===== config.mk =====
export PLATFORM = sky130hd
export DESIGN_NAME = length_crc32_record_deframer
export DESIGN_NICKNAME = d
export VERILOG_FILES = /design/src/hw/rtl/lcrd_pkg.sv /design/src/hw/rtl/lcrd_front.sv /design/src/hw/rtl/lcrd_queue.sv /design/src/hw/rtl/lcrd_back.sv /design/src/hw/rtl/length_crc32_record_deframer.sv
export SDC_FILE = /design/constraint.sdc
export NUM_CORES = 1
export LEC_CHECK = 0
export BUFFER_PORTS_ARGS = -buffer_cell sky130_fd_sc_hd__buf_2
export CAP_MARGIN = 30
export CORE_ASPECT_RATIO = 0.75
export CORE_UTILIZATION = 62
export DETAILED_ROUTE_END_ITERATION = 7
export GPL_TIMING_DRIVEN = 0
export PLACE_DENSITY = 0.85
export SLEW_MARGIN = 0
export SYNTH_ARGS = -nofsm -noshare
export SYNTH_HDL_FRONTEND = slang
export SYNTH_HIERARCHICAL = 1
export SYNTH_SLANG_ARGS = --single-unit

===== constraint.sdc =====
create_clock -name clk -period 5.4 [get_ports clk]
set_input_delay 0.27 -clock clk [delete_from_list [all_inputs] [get_ports clk]]
set_output_delay 0.27 -clock clk [all_outputs]
set_load 0.02 [all_outputs]

===== src/hw/rtl/lcrd_pkg.sv =====
// Shared types, codes and the CRC-32 byte update for the record deframer.
`default_nettype none

package lcrd_pkg;

  localparam int unsigned QDEPTH = 4;
  localparam int unsigned QAW    = $clog2(QDEPTH);

  localparam logic [1:0] ST_OK      = 2'd0;
  localparam logic [1:0] ST_TRUNC   = 2'd1;
  localparam logic [1:0] ST_CORRUPT = 2'd2;

  localparam logic [31:0] CRC_POLY = 32'hEDB88320;
  localparam logic [31:0] CRC_INIT = 32'hFFFFFFFF;

  typedef struct packed {
    logic        has_pay;
    logic [7:0]  pay;
    logic        has_stat;
    logic [1:0]  status;
    logic [24:0] consumed;
  } entry_t;

  function automatic logic [31:0] crc32_byte(input logic [31:0] crc, input logic [7:0] b);
    logic [31:0] c;
    c = crc ^ {24'd0, b};
    for (int i = 0; i < 8; i++) begin
      c = c[0] ? ((c >> 1) ^ CRC_POLY) : (c >> 1);
    end
    return c;
  endfunction

endpackage

`default_nettype wire


===== src/hw/rtl/lcrd_front.sv =====
// Front end: parses length, payload and CRC bytes and issues queue entries.
`default_nettype none

module lcrd_front (
  input  wire logic                 clk,
  input  wire logic                 rst_n,
  input  wire logic                 in_valid,
  input  wire logic                 in_ready,
  input  wire logic [7:0]           in_data_byte,
  input  wire logic                 in_end_of_buffer,
  input  wire logic                 cfg_valid,
  input  wire logic [23:0]          cfg_max_payload_bytes,
  output logic                      q_push,
  output lcrd_pkg::entry_t          q_data
);
  import lcrd_pkg::*;

  typedef enum logic [3:0] {
    PH_LEN  = 4'b0001,
    PH_PAY  = 4'b0010,
    PH_CRC  = 4'b0100,
    PH_DONE = 4'b1000
  } phase_t;

  phase_t      phase_r, phase_nxt;
  logic [24:0] cnt_r, cnt_nxt;
  logic [23:0] len_r, len_nxt;
  logic [31:0] crc_r, crc_nxt;
  logic [23:0] rx_r, rx_nxt;
  logic [1:0]  pos_r, pos_nxt;
  logic [23:0] max_r;
  logic        accept;
  entry_t      ent;

  assign accept = in_valid && in_ready;

  always_comb begin
    phase_nxt = phase_r;
    cnt_nxt   = cnt_r;
    len_nxt   = len_r;
    crc_nxt   = crc_r;
    rx_nxt    = rx_r;
    pos_nxt   = pos_r;
    ent       = '0;
    if (accept) begin
      case (phase_r)
        PH_LEN: begin
          crc_nxt = crc32_byte(crc_r, in_data_byte);
          cnt_nxt = 25'(cnt_r + 25'd1);
          case (cnt_r[1:0])
            2'd0: len_nxt[7:0]   = in_data_byte;
            2'd1: len_nxt[15:8]  = in_data_byte;
            2'd2: len_nxt[23:16] = in_data_byte;
            default: begin
              if ((in_data_byte != 8'd0) || (len_r > max_r)) begin
                ent.has_stat = 1'b1;
                ent.status   = ST_CORRUPT;
                phase_nxt    = PH_DONE;
              end else if (len_r == 24'd0) begin
                phase_nxt = PH_CRC;
              end else begin
                phase_nxt = PH_PAY;
              end
            end
          endcase
        end
        PH_PAY: begin
          ent.has_pay = 1'b1;
          ent.pay     = in_data_byte;
          crc_nxt     = crc32_byte(crc_r, in_data_byte);
          cnt_nxt     = 25'(cnt_r + 25'd1);
          if (25'(cnt_r + 25'd1) == 25'(25'd4 + {1'b0, len_r})) begin
            phase_nxt = PH_CRC;
          end
        end
        PH_CRC: begin
          cnt_nxt = 25'(cnt_r + 25'd1);
          pos_nxt = 2'(pos_r + 2'd1);
          case (pos_r)
            2'd0: rx_nxt[7:0]   = in_data_byte;
            2'd1: rx_nxt[15:8]  = in_data_byte;
            2'd2: rx_nxt[23:16] = in_data_byte;
            default: begin
              ent.has_stat = 1'b1;
              if (~crc_r == {in_data_byte, rx_r}) begin
                ent.status   = ST_OK;
                ent.consumed = 25'(cnt_r + 25'd1);
              end else begin
                ent.status = ST_CORRUPT;
              end
              phase_nxt = PH_DONE;
            end
          endcase
        end
        default: begin
          phase_nxt = PH_DONE;
        end
      endcase
      if (in_end_of_buffer) begin
        if (phase_nxt != PH_DONE) begin
          ent.has_stat = 1'b1;
          ent.status   = ST_TRUNC;
          ent.consumed = '0;
        end
        phase_nxt = PH_LEN;
        cnt_nxt   = '0;
        len_nxt   = '0;
        crc_nxt   = CRC_INIT;
        rx_nxt    = '0;
        pos_nxt   = '0;
      end
    end
  end

  assign q_push = accept && (ent.has_pay || ent.has_stat);
  assign q_data = ent;

  always_ff @(posedge clk) begin
    if (!rst_n) begin
      phase_r <= PH_LEN;
      cnt_r   <= '0;
      len_r   <= '0;
      crc_r   <= CRC_INIT;
      rx_r    <= '0;
      pos_r   <= '0;
      max_r   <= 24'd65536;
    end else begin
      phase_r <= phase_nxt;
      cnt_r   <= cnt_nxt;
      len_r   <= len_nxt;
      crc_r   <= crc_nxt;
      rx_r    <= rx_nxt;
      pos_r   <= pos_nxt;
      if (cfg_valid) begin
        max_r <= cfg_max_payload_bytes;
      end
    end
  end

endmodule

`default_nettype wire


===== src/hw/rtl/lcrd_queue.sv =====
// Small FIFO of result entries between the front and back ends.
`default_nettype none

module lcrd_queue (
  input  wire logic             clk,
  input  wire logic             rst_n,
  input  wire logic             push,
  input  wire lcrd_pkg::entry_t push_data,
  input  wire logic             pop,
  output lcrd_pkg::entry_t      head,
  output logic                  not_empty,
  output logic                  full
);
  import lcrd_pkg::*;

  entry_t         mem_r [QDEPTH];
  logic [QAW-1:0] wp_r, wp_nxt;
  logic [QAW-1:0] rp_r, rp_nxt;
  logic [QAW:0]   cnt_r, cnt_nxt;
  logic           do_push;
  logic           do_pop;

  assign not_empty = (cnt_r != '0);
  assign full      = (cnt_r == (QAW+1)'(QDEPTH));
  assign head      = mem_r[rp_r];
  assign do_push   = push && !full;
  assign do_pop    = pop && not_empty;

  always_comb begin
    wp_nxt  = do_push ? QAW'(wp_r + 1'b1) : wp_r;
    rp_nxt  = do_pop ? QAW'(rp_r + 1'b1) : rp_r;
    cnt_nxt = cnt_r;
    if (do_push && !do_pop) begin
      cnt_nxt = (QAW+1)'(cnt_r + 1'b1);
    end else if (do_pop && !do_push) begin
      cnt_nxt = (QAW+1)'(cnt_r - 1'b1);
    end
  end

  always_ff @(posedge clk) begin
    if (do_push) begin
      mem_r[wp_r] <= push_data;
    end
  end

  always_ff @(posedge clk) begin
    if (!rst_n) begin
      wp_r  <= '0;
      rp_r  <= '0;
      cnt_r <= '0;
    end else begin
      wp_r  <= wp_nxt;
      rp_r  <= rp_nxt;
      cnt_r <= cnt_nxt;
    end
  end

endmodule

`default_nettype wire


===== src/hw/rtl/lcrd_back.sv =====
// Back end: splits queue entries into payload and status results in an output register.
`default_nettype none

module lcrd_back (
  input  wire logic             clk,
  input  wire logic             rst_n,
  input  wire lcrd_pkg::entry_t head,
  input  wire logic             not_empty,
  output logic                  pop,
  output logic                  out_valid,
  input  wire logic             out_ready,
  output logic                  out_result_kind,
  output logic [7:0]            out_payload_byte,
  output logic [1:0]            out_decode_status,
  output logic [24:0]           out_frame_bytes,
  output logic                  out_last_result
);
  import lcrd_pkg::*;

  logic        vld_r, vld_nxt;
  logic        pay_done_r, pay_done_nxt;
  logic        kind_r, kind_nxt;
  logic [7:0]  pay_r, pay_nxt;
  logic [1:0]  stat_r, stat_nxt;
  logic [24:0] cons_r, cons_nxt;
  logic        load;

  assign load = not_empty && (!vld_r || out_ready);

  always_comb begin
    vld_nxt      = (vld_r && !out_ready) || load;
    pay_done_nxt = pay_done_r;
    kind_nxt     = kind_r;
    pay_nxt      = pay_r;
    stat_nxt     = stat_r;
    cons_nxt     = cons_r;
    pop          = 1'b0;
    if (load) begin
      if (head.has_pay && !pay_done_r) begin
        kind_nxt = 1'b0;
        pay_nxt  = head.pay;
        stat_nxt = ST_OK;
        cons_nxt = '0;
        if (head.has_stat) begin
          pay_done_nxt = 1'b1;
        end else begin
          pop = 1'b1;
        end
      end else begin
        kind_nxt     = 1'b1;
        pay_nxt      = '0;
        stat_nxt     = head.status;
        cons_nxt     = head.consumed;
        pay_done_nxt = 1'b0;
        pop          = 1'b1;
      end
    end
  end

  always_ff @(posedge clk) begin
    if (!rst_n) begin
      vld_r      <= 1'b0;
      pay_done_r <= 1'b0;
    end else begin
      vld_r      <= vld_nxt;
      pay_done_r <= pay_done_nxt;
    end
  end

  always_ff @(posedge clk) begin
    kind_r <= kind_nxt;
    pay_r  <= pay_nxt;
    stat_r <= stat_nxt;
    cons_r <= cons_nxt;
  end

  assign out_valid         = vld_r;
  assign out_result_kind   = kind_r;
  assign out_payload_byte  = pay_r;
  assign out_decode_status = stat_r;
  assign out_frame_bytes   = cons_r;
  assign out_last_result   = kind_r;

endmodule

`default_nettype wire


===== src/hw/rtl/length_crc32_record_deframer.sv =====
// Top level of the length-prefixed record deframer with CRC-32 check.
//
//  channel | signals                                            | direction
//  --------+----------------------------------------------------+----------
//  in      | in_valid/in_ready, in_data_byte, in_end_of_buffer  | sink
//  out     | out_valid/out_ready, kind, byte, status, consumed  | source
//  cfg     | cfg_valid/cfg_ready, cfg_max_payload_bytes         | sink
//
// One byte per cycle enters while in_ready is high; the front end updates
// CRC-32 a byte per cycle. Results leave at one per cycle via the output
// register while out_ready is high; a byte ending payload and buffer
// yields two results. Synchronous active-low reset; max payload resets to
// 65536. A 4-entry queue absorbs output stalls; in_ready drops when full.
`default_nettype none

module length_crc32_record_deframer (
  input  wire logic        clk,
  input  wire logic        rst_n,
  input  wire logic        in_valid,
  output logic             in_ready,
  input  wire logic [7:0]  in_data_byte,
  input  wire logic        in_end_of_buffer,
  output logic             out_valid,
  input  wire logic        out_ready,
  output logic             out_result_kind,
  output logic [7:0]       out_payload_byte,
  output logic [1:0]       out_decode_status,
  output logic [24:0]      out_frame_bytes,
  output logic             out_last_result,
  input  wire logic        cfg_valid,
  output logic             cfg_ready,
  input  wire logic [23:0] cfg_max_payload_bytes
);
  import lcrd_pkg::*;

  logic   q_push;
  logic   q_pop;
  logic   q_not_empty;
  logic   q_full;
  entry_t q_in;
  entry_t q_head;

  assign in_ready  = !q_full;
  assign cfg_ready = 1'b1;

  lcrd_front u_front (
    .clk                   (clk),
    .rst_n                 (rst_n),
    .in_valid              (in_valid),
    .in_ready              (in_ready),
    .in_data_byte          (in_data_byte),
    .in_end_of_buffer      (in_end_of_buffer),
    .cfg_valid             (cfg_valid),
    .cfg_max_payload_bytes (cfg_max_payload_bytes),
    .q_push                (q_push),
    .q_data                (q_in)
  );

  lcrd_queue u_queue (
    .clk       (clk),
    .rst_n     (rst_n),
    .push      (q_push),
    .push_data (q_in),
    .pop       (q_pop),
    .head      (q_head),
    .not_empty (q_not_empty),
    .full      (q_full)
  );

  lcrd_back u_back (
    .clk               (clk),
    .rst_n             (rst_n),
    .head              (q_head),
    .not_empty         (q_not_empty),
    .pop               (q_pop),
    .out_valid         (out_valid),
    .out_ready         (out_ready),
    .out_result_kind   (out_result_kind),
    .out_payload_byte  (out_payload_byte),
    .out_decode_status (out_decode_status),
    .out_frame_bytes   (out_frame_bytes),
    .out_last_result   (out_last_result)
  );

  a_no_push_when_full : assert property (@(posedge clk) disable iff (!rst_n)
    q_push |-> !q_full)
    else $error("queue push while full");

  a_ok_consumed_min : assert property (@(posedge clk) disable iff (!rst_n)
    (out_valid && out_result_kind && (out_decode_status == ST_OK))
      |-> (out_frame_bytes >= 25'd8))
    else $error("ok status with fewer than eight bytes consumed");

  a_bad_consumed_zero : assert property (@(posedge clk) disable iff (!rst_n)
    (out_valid && out_result_kind && (out_decode_status != ST_OK))
      |-> (out_frame_bytes == 25'd0))
    else $error("failed status with nonzero byte count");

  a_payload_fields : assert property (@(posedge clk) disable iff (!rst_n)
    (out_valid && !out_result_kind)
      |-> (!out_last_result && (out_decode_status == ST_OK)))
    else $error("payload transfer carries status fields");

endmodule

`default_nettype wire


* Word-level counts from Yosys, hierarchy flattened
Memory sizes are Yosys's and may differ from the RTL's. A register that Yosys moved wholly into a read port is not among the register bits. Index checks and enable logic that the tools add are counted.
Word-level totals: register bits after elaboration 180, latch bits 0, memory bits (writable) 148, memory bits (read-only) 0, output and inout port bits 40, word-level logic and storage cells 155, memories 1
Operators by class: $add $sub $neg 7, multiply operators 0, divide/modulo/power cells 0, order comparisons 1, equal/unequal tests 12, shifts and indexed selects 0, mux-type cells 55, bitwise operators 10, reductions and logical operators 49
Memory list:
- u_queue.mem_r | words 4, bits a word 37, rd ports 1, clocked after memory_dff 1, wr ports 1, RTL line lcrd_queue.sv:16 | entry_t mem_r [QDEPTH];
Operator list (number):
- $mux W32 | 10
- $not A13 Y14 | 8
- $mux W25 | 4
- $mux W24 | 4
- $mux W28 | 3
- $mux W8 | 6
- $mux W37 | 1
- $eq A32 B32 Y1 | 1
- $not A32 Y32 | 1
- $xor A32 B8 Y32 | 1
- $add A25 B1 Y25 const B | 1
- $add A3 B24 Y25 const A | 1
- $eq A25 B25 Y1 | 1
- $gt A24 B24 Y1 | 1
- $logic_not A24 Y1 | 1
- $mux W4 | 6
- $reduce_bool A2 Y1 | 11
- $reduce_and A3 Y1 | 6
- $mux W3 | 5
- $pmux W4 S3 | 1
- $mux W2 | 5
- $logic_and A1 B1 Y1 | 9
- $mux W9 | 1
- $reduce_or A3 Y1 | 3
- other kinds (20) | 43

* Longest topological paths before layout
depth in word-level cells 19, depth in mapped cells 18

* By module
The synthesis kept the hierarchy.
Modules (own cells, without submodules):
- lcrd_front | times used 1, cells an instance 992, area each 8240.4 sq um
- lcrd_queue | times used 1, cells an instance 241, area each 5864.4 sq um
- lcrd_back | times used 1, cells an instance 87, area each 1488.9 sq um
- length_crc32_record_deframer | times used 1, cells an instance 3, area each 15.0 sq um

* Least setup slack after synthesis
No wires, ideal clock.
path type flip-flop to flip-flop, start register u_front.len_r[23], end memory u_queue/mem_r[0][0] in the netlist's numbering, enable pin, library setup time 0.398 ns, arrival time 3.298 ns, required time 5.002 ns, setup slack 1.705 ns, stages on the path, launching flop included 13, path through dfxtp_1 ha_1 nand4_1 or4_1 nor2_1 o31a_1 o21ai_0 nor2_1 a211oi_1 a21oi_1 nor2b_1 buf_2 and2_1
On the way: word-level cells in the longest chain between the ends 15, elaborated cells on any way between the ends 23
Ends and longest elaborated chain:
- start: declaration | RTL line lcrd_front.sv:27 | logic [23:0] len_r, len_nxt;
- start signal: assignment | RTL line lcrd_front.sv:130 | len_r <= len_nxt;
- parallel branches: the longest is 8 deep, another holds $add A3 B24 Y25
- $mux W28 * | RTL line lcrd_front.sv:99 | if (in_end_of_buffer) begin
- $mux W37 * | RTL line lcrd_front.sv:45 | if (accept) begin
- $logic_or A1 B1 Y1 * | RTL line lcrd_front.sv:115 | assign q_push = accept && (ent.has_pay || ent.has_stat);
- $logic_and A1 B1 Y1 * | RTL line lcrd_front.sv:115
- named net q_push | RTL line length_crc32_record_deframer.sv:36 | logic q_push;
- $logic_and A1 B1 Y1 * | RTL line lcrd_queue.sv:26 | assign do_push = push && !full;
- named net u_queue.do_push | RTL line lcrd_queue.sv:20 | logic do_push;
- $mux W1 * | RTL line lcrd_queue.sv:41 | if (do_push) begin
- $mux W1 (implied by the code) * | RTL line lcrd_queue.sv:42 | mem_r[wp_r] <= push_data;
- end: declaration | RTL line lcrd_queue.sv:16
Mark *: on every way through the listed nets, which the timed path passes. The select of a mux whose other input is x is not followed.

* Worst setup path in the final report
start register u_front.len_r[22], end register u_queue.cnt_r[2]
On the way: word-level cells in the longest chain between the ends 16, elaborated cells on any way between the ends 26
Ends and longest elaborated chain:
- parallel branches: the longest is 8 deep, another holds $add A3 B24 Y25
- $mux W28 * | RTL line lcrd_front.sv:99
- $mux W37 * | RTL line lcrd_front.sv:45
- $logic_or A1 B1 Y1 * | RTL line lcrd_front.sv:115
- $logic_and A1 B1 Y1 * | RTL line lcrd_front.sv:115
- named net q_push | RTL line length_crc32_record_deframer.sv:36
- $logic_and A1 B1 Y1 * | RTL line lcrd_queue.sv:26
- named net u_queue.do_push | RTL line lcrd_queue.sv:20
- $logic_not A1 Y1 | RTL line lcrd_queue.sv:35 | end else if (do_pop && !do_push) begin
- $logic_and A1 B1 Y1 | RTL line lcrd_queue.sv:35
- $reduce_bool A2 Y1 (no line)
- end signal: assignment | RTL line lcrd_queue.sv:54 | cnt_r <= cnt_nxt;
- end: declaration | RTL line lcrd_queue.sv:19 | logic [QAW:0] cnt_r, cnt_nxt;
Marked as above. A chain may end at the register's enable or synchronous reset.

==> results.yml <==
worst_setup_path:
  path_buf_inv: 2
  critical-path-max-stage-delay_ns: 0.60
  worst_setup_path_end_kind: "flop"
  setup.worst_path.class: "reg2reg"
  crit_family: "simple AND/OR/NAND/NOR gates"
  worst-endpoint-required_ns: 5.90
  worstPathCellList: "ha_1, nand4_1, or4_1, nor2_1, o31a_1, o21ai_0, nor2_1, a211oi_1, a21oi_1, nor2b_1, buf_2, ha_1, inv_1, fa_1, xor2_1, or3_1, a21boi_0"
  cp-start-kind: "flop"
  slowest_stage: "or4_1"
  critical_path_at_ns: 4.94
  path_max_fanout: 7
  r2r_slack_ns: 0.96
floorplan:
  placeableCoreArea_sq_mm: 0.0243
  x_dimension_of_the_die_um: 185
  placement_rows: 49
  die_area_sq_mm: 0.0258
  floorplan.initialDensity: 0.641
  chipHeight_um: 139
  num_io_pins: 78
sta:
  layout_setup_ws_ns: 0.960
  final-max-slew-violation-count: 0
  setup-violations-final: 0
  grt_setup_unrepaired: "false"
  tightestPinTransition_ns: 1.03
  timing.final.crit_share: 0.822
  layout_min_cycle_time_ns: 4.44
  timing.fmax_mhz: 225
  final.setup.tns_ns: 0
  fin_worst_hold_slack_ns: 0.0886
  finalClockSkew_ns: 0.0134
  max_slew_headroom: 0.309
  timing_hold_violations_final: 0
global_routing:
  via_count_of_the_first_global_routing_pass: 10630
  grt.total_usage: 0.284
  grt_overflow: 0
  global_route_wire_length_before_repair_mm: 56.9
  grt_start_max_net_pins: 39
  number_of_antenna_violations_at_the_first_check_in_global_routing: 0
cells_and_area:
  final_nets: 1538
  register_area_sq_mm: 0.00845
  post_route_cells_drive_above_1_share: 0.152
  layout_commonest_cell: "edfxtp_1"
  flow.area_growth_from_synthesis_pct: 14.1
  multi_input_area_sq_mm: 0.00667
  final.fill_count: 1630
  insertedDiodeCount: 0
  highest_count_cells_in_the_layout_ignoring_fill_and_taps: "edfxtp_1, nor2_1, dfxtp_1, xnor2_1, buf_2"
place:
  dp_hpwl_mm: 25.4
  gp_congestion: 0.910
  placement.io_buffers: 75
  preCtsSetupSlack_ns: 1.03
clocking:
  cts_max_path_buffers: 3
  tritoncts_num_sinks: 330
  clk_latency_ns: 0.58
  cts_root_buffer_type: "clkbuf_16"
  tritoncts.num_buffers: 30
  clock_tree.htree_level_count: 1
  cts_tree: "built"
  cts_setup_buffers: 0
  worst_setup_hold_path_clk_slew_ns: 0.06
yosys:
  mappedNetlistArea_sq_mm: 0.0156
  synth_edf_count: 184
  synthesis.instances: 1323
  yosysUniqueCellTypes: 72
  ys_warn_count: 6
  ys_seq_elements: 330
  synth.avg_cell_area_sq_um: 11.8
  synthArstFlopShare: 0
  synth_nets: 1401
  ys_seq_area_frac: 0.541
  synthFlopType: "edfxtp_1"
pwr:
  worst_ir_drop_vdd_uv: 282
  leakage_nw: 6.53
  sw_frac_of_total: 0.309
  powerDensity_mw_per_mm2: 433
  part_of_the_total_power_dissipated_in_combinational_logic: 0.292
  p_clk_frac: 0.288
  power.sequential.fraction: 0.420
  power.internal_w: 0.00532
  sw_pwr_w: 0.00239
run_status:
  run_status: "finished, final reports clean"
job:
  cap_violations: 0
routing:
  remaining_drc_errors: 0
  final_antenna_net_count: 0
  drt_pre_antenna_iters: 6
  dr.first_iter.drc_count: 1107
  total_via_count_in_the_routed_design: 10874
  detail_route.vias_per_cell: 6.00
  wl_per_cell_um: 19.9
  detail_route.wirelength_mm: 36.0
hold_path:
  hold_class: "in2reg"
cell type report:
class / count / area share
Buffer: 58 / 0.0180
Clock buffer: 41 / 0.0497
Tap cell: 331 / 0.0233
Inverter: 47 / 0.0100
Sequential cell: 330 / 0.475
Timing Repair Buffer: 105 / 0.0405
Clock inverter: 13 / 0.00949
Multi-Input combinational cell: 888 / 0.375
per-layer routing:
layer | up-vias | GRT usage | routed length, um
li1 | 4990 | - | -
met1 | 5257 | 0.405 | 15500
met2 | 538 | 0.453 | 16600
met3 | 89 | 0.0434 | 3020
met4 | 0 | 0.0818 | 897
met5 | - | 0 | 0
logic make-up after synthesis:
| kind of cell | share of synthesized area |
|---|---|
| buffers and inverters | 0.0320 |
| AOI/OAI and AO/OA | 0.0544 |
| and+or+nand+nor | 0.141 |
| other | 0.000240 |
| muxes | 0.102 |
| xor gates and xnor gates | 0.0960 |
| adders and majority gates | 0.0325 |
| DFF | 0.541 |
metrics by stage:
step / std cells / cell area [sq um] / util / total power, W
2_1_floorplan: 1323 / 15600 / - / 0.00492
3_3_place_gp: 1729 / 16400 / 0.674 / 0.00541
3_5_place_dp: 1734 / 16500 / 0.678 / 0.00549
4_1_cts: 1813 / 17800 / 0.731 / 0.00772
5_1_grt: 1813 / 17800 / 0.731 / 0.00805
6_report: 1813 / 17800 / 0.731 / 0.00771
power groups by stage:
stage	clock, W	sequential (W)	combinational [W]
after floorplan	0	0.00344	0.00148
after detailed placement	0	0.00329	0.00220
final	0.00222	0.00324	0.00225
after global routing	0.00234	0.00327	0.00243
after global placement	0	0.00328	0.00213
after CTS	0.00224	0.00324	0.00224
flip-flops by register name, summed over array words and instances, names as in the netlist, 3 cells and up, named ones only:
signal and count:
u_front/len_r 24, u_front/cnt_r 25, u_front/phase_r 4, u_front/max_r 24, u_front/rx_r 24, u_queue/mem_r 148, u_queue/cnt_r 3, u_front/crc_r 32
u_back/out_frame_bytes 25, u_back/out_payload_byte 8
synthesized netlist by cell type (9+ instances only):
cell      number  share of area
o21ai_0       28         0.0090
mux2i_1       75          0.048
nor3_1        22         0.0071
inv_1         45          0.011
nor2_1       162          0.039
o22ai_1       27          0.011
xnor2_1      105          0.059
nand4_1       23         0.0092
nor4_1        17         0.0068
and2_1        40          0.016
clkbuf_1      39         0.0094
dfxtp_1      146           0.19
mux4_2        34          0.049
xor2_1        58          0.033
ha_1          39          0.031
nor2b_1       13         0.0052
a21oi_1       47          0.015
nand2_1       67          0.016
nand3_1       22         0.0071
and2_4         9         0.0051
edfxtp_1     184           0.35
worst reg2reg max path: cells and delay by family (launching register included):
family / cells / cell delay [ns]
AOI/OAI and AO/OA: 5 / 0.86
xor gates and xnor gates: 1 / 0.18
adders and majority gates: 3 / 0.94
buffers and inverters: 2 / 0.25
DFF: 1 / 0.41
and+or+nand+nor: 6 / 1.72
path summary, 6_finish.rpt:
kind                                   from                            end  depth (start not counted)
max          u_front/len_r[22]$_SDFFE_PN0P_  u_queue/cnt_r[2]$_SDFFE_PN0P_                         17
min                                   rst_n    u_back/out_valid$_SDFF_PN0_                          2
max reg2reg  u_front/len_r[22]$_SDFFE_PN0P_  u_queue/cnt_r[2]$_SDFFE_PN0P_                         17
min reg2reg   u_front/max_r[4]$_SDFFE_PN0P_  u_front/max_r[4]$_SDFFE_PN0P_                          2
what timing repair did:
action / 4_1_cts / 5_1_grt
resized for setup: 0 / 0
hold buffers: 25 / 0
hold endpoints to repair: 25 / 0
No activity file was read; power rests on OpenSTA's default activity.
